`config.mk`:
```
export PLATFORM = sky130hd
export DESIGN_NAME = osaed_ctrl
export DESIGN_NICKNAME = d
export VERILOG_FILES = /design/src/rtl/osaed_pkg.sv /design/src/rtl/osaed_ctrl.sv
export SDC_FILE = /design/constraint.sdc
export NUM_CORES = 1
export LEC_CHECK = 0
export BUFFER_PORTS_ARGS = -buffer_cell sky130_fd_sc_hd__buf_2
export CAP_MARGIN = 15
export CORE_AREA = 4 4 41 43
export CTS_CLUSTER_DIAMETER = 50
export DETAILED_ROUTE_END_ITERATION = 10
export DIE_AREA = 0 0 45 47
export PLACE_DENSITY_LB_ADDON = 0.3
export SLEW_MARGIN = 25
export SYNTH_ARGS = -nofsm -noshare
export SYNTH_HDL_FRONTEND = slang
export SYNTH_SLANG_ARGS = --single-unit
export TNS_END_PERCENT = 10
```
`constraint.sdc`:
```
create_clock -name clk -period 3.5 [get_ports clk]
set_input_delay 0.35 -clock clk [delete_from_list [all_inputs] [get_ports clk]]
set_output_delay 0.35 -clock clk [all_outputs]
set_load 0.03 [all_outputs]
```
`src/rtl/osaed_pkg.sv`:
```
// shared types, codes and helpers for the edit distance row engine
`default_nettype none

package osaed_pkg;

  localparam int DIST_W = 6;
  localparam logic [DIST_W-1:0] DIST_MAX = 6'd63;

  // item kind carried in tuser
  typedef enum logic [1:0] {
    MODE_LOAD  = 2'd0,
    MODE_PUSH  = 2'd1,
    MODE_TRUNC = 2'd2,
    MODE_NONE  = 2'd3
  } mode_t;

  // configuration register indexes
  localparam logic [0:0] CFG_QUERY_LENGTH = 1'b0;
  localparam logic [0:0] CFG_MAX_DISTANCE = 1'b1;

  typedef struct packed {
    logic capture;
    logic exec;
    logic rep_init;
    logic walk;
    logic emit;
  } osaed_cmd_t;

  typedef struct packed {
    logic push_ok;
    logic walk_done;
    logic out_free;
  } osaed_stat_t;

  function automatic logic [DIST_W-1:0] dsat(input logic [7:0] x);
    return (x > 8'(DIST_MAX)) ? DIST_MAX : x[DIST_W-1:0];
  endfunction

  function automatic logic [DIST_W:0] min7(input logic [DIST_W:0] a,
                                           input logic [DIST_W:0] b);
    return (a < b) ? a : b;
  endfunction

endpackage

`default_nettype wire

```
`src/rtl/osaed_ctrl.sv`:
```
// controller state machine sequencing decode, column walk and result hand-off
`default_nettype none

module osaed_ctrl
  import osaed_pkg::*;
(
  input  wire logic        clk,
  input  wire logic        rst_n,
  input  wire logic        in_tvalid,
  output logic             in_tready,
  input  wire osaed_stat_t stat,
  output osaed_cmd_t       cmd
);

  typedef enum logic [4:0] {
    ST_IDLE   = 5'b00001,
    ST_DECODE = 5'b00010,
    ST_RINIT  = 5'b00100,
    ST_WALK   = 5'b01000,
    ST_FINISH = 5'b10000
  } state_t;

  state_t state_r, state_nxt;

  always_ff @(posedge clk) begin
    if (!rst_n) begin
      state_r <= ST_IDLE;
    end else begin
      state_r <= state_nxt;
    end
  end

  always_comb begin
    state_nxt = state_r;
    cmd       = '0;
    in_tready = 1'b0;
    unique case (state_r)
      ST_IDLE: begin
        in_tready   = 1'b1;
        cmd.capture = in_tvalid;
        if (in_tvalid) state_nxt = ST_DECODE;
      end
      ST_DECODE: begin
        cmd.exec  = 1'b1;
        // a push that finds room builds its row and gets min and last on the way
        state_nxt = stat.push_ok ? ST_WALK : ST_RINIT;
      end
      ST_RINIT: begin
        cmd.rep_init = 1'b1;
        state_nxt    = ST_WALK;
      end
      ST_WALK: begin
        cmd.walk = 1'b1;
        if (stat.walk_done) state_nxt = ST_FINISH;
      end
      ST_FINISH: begin
        cmd.emit = stat.out_free;
        if (stat.out_free) state_nxt = ST_IDLE;
      end
      default: begin
        state_nxt = ST_IDLE;
      end
    endcase
  end

endmodule

`default_nettype wire

```
# After elaboration in Yosys (flattened, before gate mapping)
# Index checks and enable logic that the tools add are counted.
# classes
n_eq_ne	8
n_mux	11
reduce_logical	1
# ops
cell	n
$pmux 5 s5	1
$mux 5	3
$mux 1	6
$ne 2x2->1 const B	3
$eq 5x1->1 const B	1
$eq 5x2->1 const B	1
$eq 5x3->1 const B	1
$eq 5x4->1 const B	1
$eq 5x5->1 const B	1
$mux 4	1
$reduce_and 3->1	1
# word_totals
input_bits	6
output_inout_bits	6
regBits	5
word_cells	21

# Logic depth before layout (Yosys ltp)
# logic_depth
ltp_word	3
ltp_mapped	4

# Worst setup path after synthesis
# Ideal clock, no wire load.
# synth_path
path_kind	register to output
startpoint	reg state_r[1]
endpoint	out cmd[4] (netlist name)
path_buffers	1
setup_slack_ns	1.570
t_required_ns	3.150
stages_incl_launch_ff	5
arrival_ns	1.580
path_cell_list	dfxtp_1 buf_6 or3_4 nor3_2 and2_1
# synth_lines
element	line_no	text
from (decl)	osaed_ctrl.sv:23	state_t state_r, state_nxt;
from (signal assigned)	osaed_ctrl.sv:29	state_r <= state_nxt;
to (decl)	osaed_ctrl.sv:12	output osaed_cmd_t cmd

==> summary.txt <==
Synthesized instance count -> 42
Largest Register -> state_r
Vias -> 367
Status -> complete, no violations
Tightest Pin Transition -> 0.4382 ns
Sum Neg Setup Slack -> 0 ns
Layout area overhead -> 20.82%
WL/cell -> 11.71 µm
Share of layout cells above drive strength 1 -> 33.33%
Placer Congestion -> 0.7632
Largest register FFs -> 5
Final worst slack -> 1.615 ns
Post-synthesis async set-or-reset flop share -> 0%
Tot GR Track Use -> 9.558%
Initial Util -> 28.17%
Final WL -> 808 µm
Critical path arrival -> 1.53 ns
Final Hold Fails -> 0
Psw -> 0.05370 mW
Syn avg cell area -> 8.729 µm²
Final Core Density -> 34.04%
Power per cell area -> 392.5 nW/µm²
Yosys cell types -> 30
Clock power frac -> 38.5%
Setup repair after global routing missed its margin -> false
Crit share post-route -> 53.84%
CP endpoint kind -> output port
# DRC -> 0
Crit path launch type -> flop
Sequential Power Share -> 37.9%
Slowest stage delay, CP -> 0.44 ns
Slew Viols, Final -> 0
Via density -> 5.319
Root buf cell -> clkbuf_4
Worst Path Required -> 3.15 ns
Top FF cell, synth -> dfxtp_1
YS warnings -> 0
VDD IR max -> 0.0002273 V
Sequential element share of the synthesized area -> 27.30%
Min Tclk post-route -> 1.885 ns
Post-cts resize count -> 0
Max-cap violations -> 0
Vias in the first global route -> 304
Nets -> 61
Clk_lat worst skew -> 0.24 ns
Worst path slowest cell -> or3_4
IO Count -> 12
Post-CTS Setup Inserts -> 0
ANT cells -> 0
Fill cells -> 159
Top Registers -> state_r (5)
Detail Placement HPWL -> 607.1 µm
Net Sw Frac -> 30.89%
Total gr overflow -> 0
Power Internal -> 0.1202 mW
Port buffer count -> 11
Initial antenna violation count -> 0
CP Max Fanout -> 11
Max Clk Rate -> 0.5306 GHz
Final setup fails -> 0
Seq cells post-synth -> 5
Core box area -> 1301 µm²
Pleak -> 0.1892 nW
Row count -> 13
Post-route ant nets -> 0
Combinational share of power -> 23.6%
Pre-CTS WS -> 1.875 ns
CTS tree -> built
Worst path cell trace -> or3_4 > nor3_2 > and2_1 > buf_2
Max transition margin -> 70.74%
HP Class -> input pin to flop
First-pass GRT wire length -> 1359 µm
Hold buffer count at CTS -> 0
Post-route clock skew -> 0.005311 ns
TritonCTS sink count -> 5
Clk pin slew, worst setup/hold paths -> 0.05 ns
Setup Crit Path Kind -> flop to output port
Initial drt markers -> 6
H-Tree Level Count -> 1
First-pass DRT Iterations -> 4
Syn Nets -> 48
Largest net degree at the start of global routing -> 12
Die outline width -> 45 µm
Post-synthesis cell area -> 366.6 µm²
Number of synthesized flops with an enable pin -> 0
CTS buffer count -> 3
Clock tree buffer depth -> 2
Die ar. -> 2115 µm²
Die Y -> 47 µm
==> worst paths after layout <==
| kind | from | endpoint | slack [ns] | depth (start not counted) |
|---|---|---|---|---|
| worst min register to register | state_r[3] | state_r[4] | 0.60 | 2 |
| worst max-delay path | state_r[2] | cmd[4] | 1.62 | 4 |
| worst max register to register | state_r[4] | state_r[0] | 2.13 | 3 |
| worst min-delay path | stat[2] | state_r[2] | 0.29 | 2 |
==> cell families after synthesis <==
logic type / share of synthesized area (%)
compound gates: 22.87
simple gates: 40.28
flops: 27.30
buf+inv: 9.555
==> cell type report <==
class	count	area [µm²]	share of cell area (%)
Multi-Input combinational cell	31	231.5	52.26
Clock buffer	4	26.28	5.932
Sequential cell	5	100.1	22.60
Timing Repair Buffer	11	55.05	12.43
Tap cell	15	18.77	4.237
Inverter	3	11.26	2.542
==> per-layer routing <==
layer	vias up	GRT usage, %	routed length [µm]
li1	185	-	-
met5	-	0	0
met2	17	12.99	343
met3	4	4.981	87
met1	161	11.36	358
met4	0	7.018	19
==> power groups by stage <==
stage                     sequential, mW  clock (mW)  combinational (mW)
after global placement            0.0671           0              0.0407
after floorplan                   0.0636           0              0.0338
final                             0.0660      0.0669              0.0410
after detailed placement          0.0669           0              0.0408
after global routing              0.0668      0.0728              0.0446
after CTS                         0.0660      0.0696              0.0412
==> per-stage QoR <==
step                      instance area [µm²]  total power [mW]  std cells  hold slack [ns]
final                                   442.9            0.1739         69           0.2900
after global routing                    442.9            0.1843         69           0.2986
after CTS                               442.9            0.1769         69           0.2814
after detailed placement                416.7            0.1077         65           0.5407
after global placement                  416.7            0.1079         65           0.5401
after floorplan                         366.6           0.09739         42           0.4260
==> cell usage after synthesis (2+ instances only) <==
master / count / area [µm²]
dfxtp_1: 5 / 100.1
nor2_1: 2 / 7.510
o21ai_0: 2 / 10.01
nor3_2: 2 / 20.02
inv_1: 3 / 11.26
and3_1: 2 / 12.51
nor3_1: 2 / 10.01
nor4_1: 2 / 12.51
==> layout by cell type (no fill, tap or decap), types with 2 or more instances in the layout <==
cell type,Yosys,layout
and3_1,2,2
buf_2,1,11
clkbuf_4,0,3
dfxtp_1,5,5
inv_1,3,3
nor2_1,2,2
nor3_1,2,2
nor3_2,2,2
nor4_1,2,2
o21ai_0,2,2
==> critical path: cells and delay by family, from the launching register on <==
family                 cells  cell delay (ns)
buffers and inverters      1             0.18
DFF                        1             0.38
and+or+nand+nor            3             0.73
(Power assumes the default switching activity.)
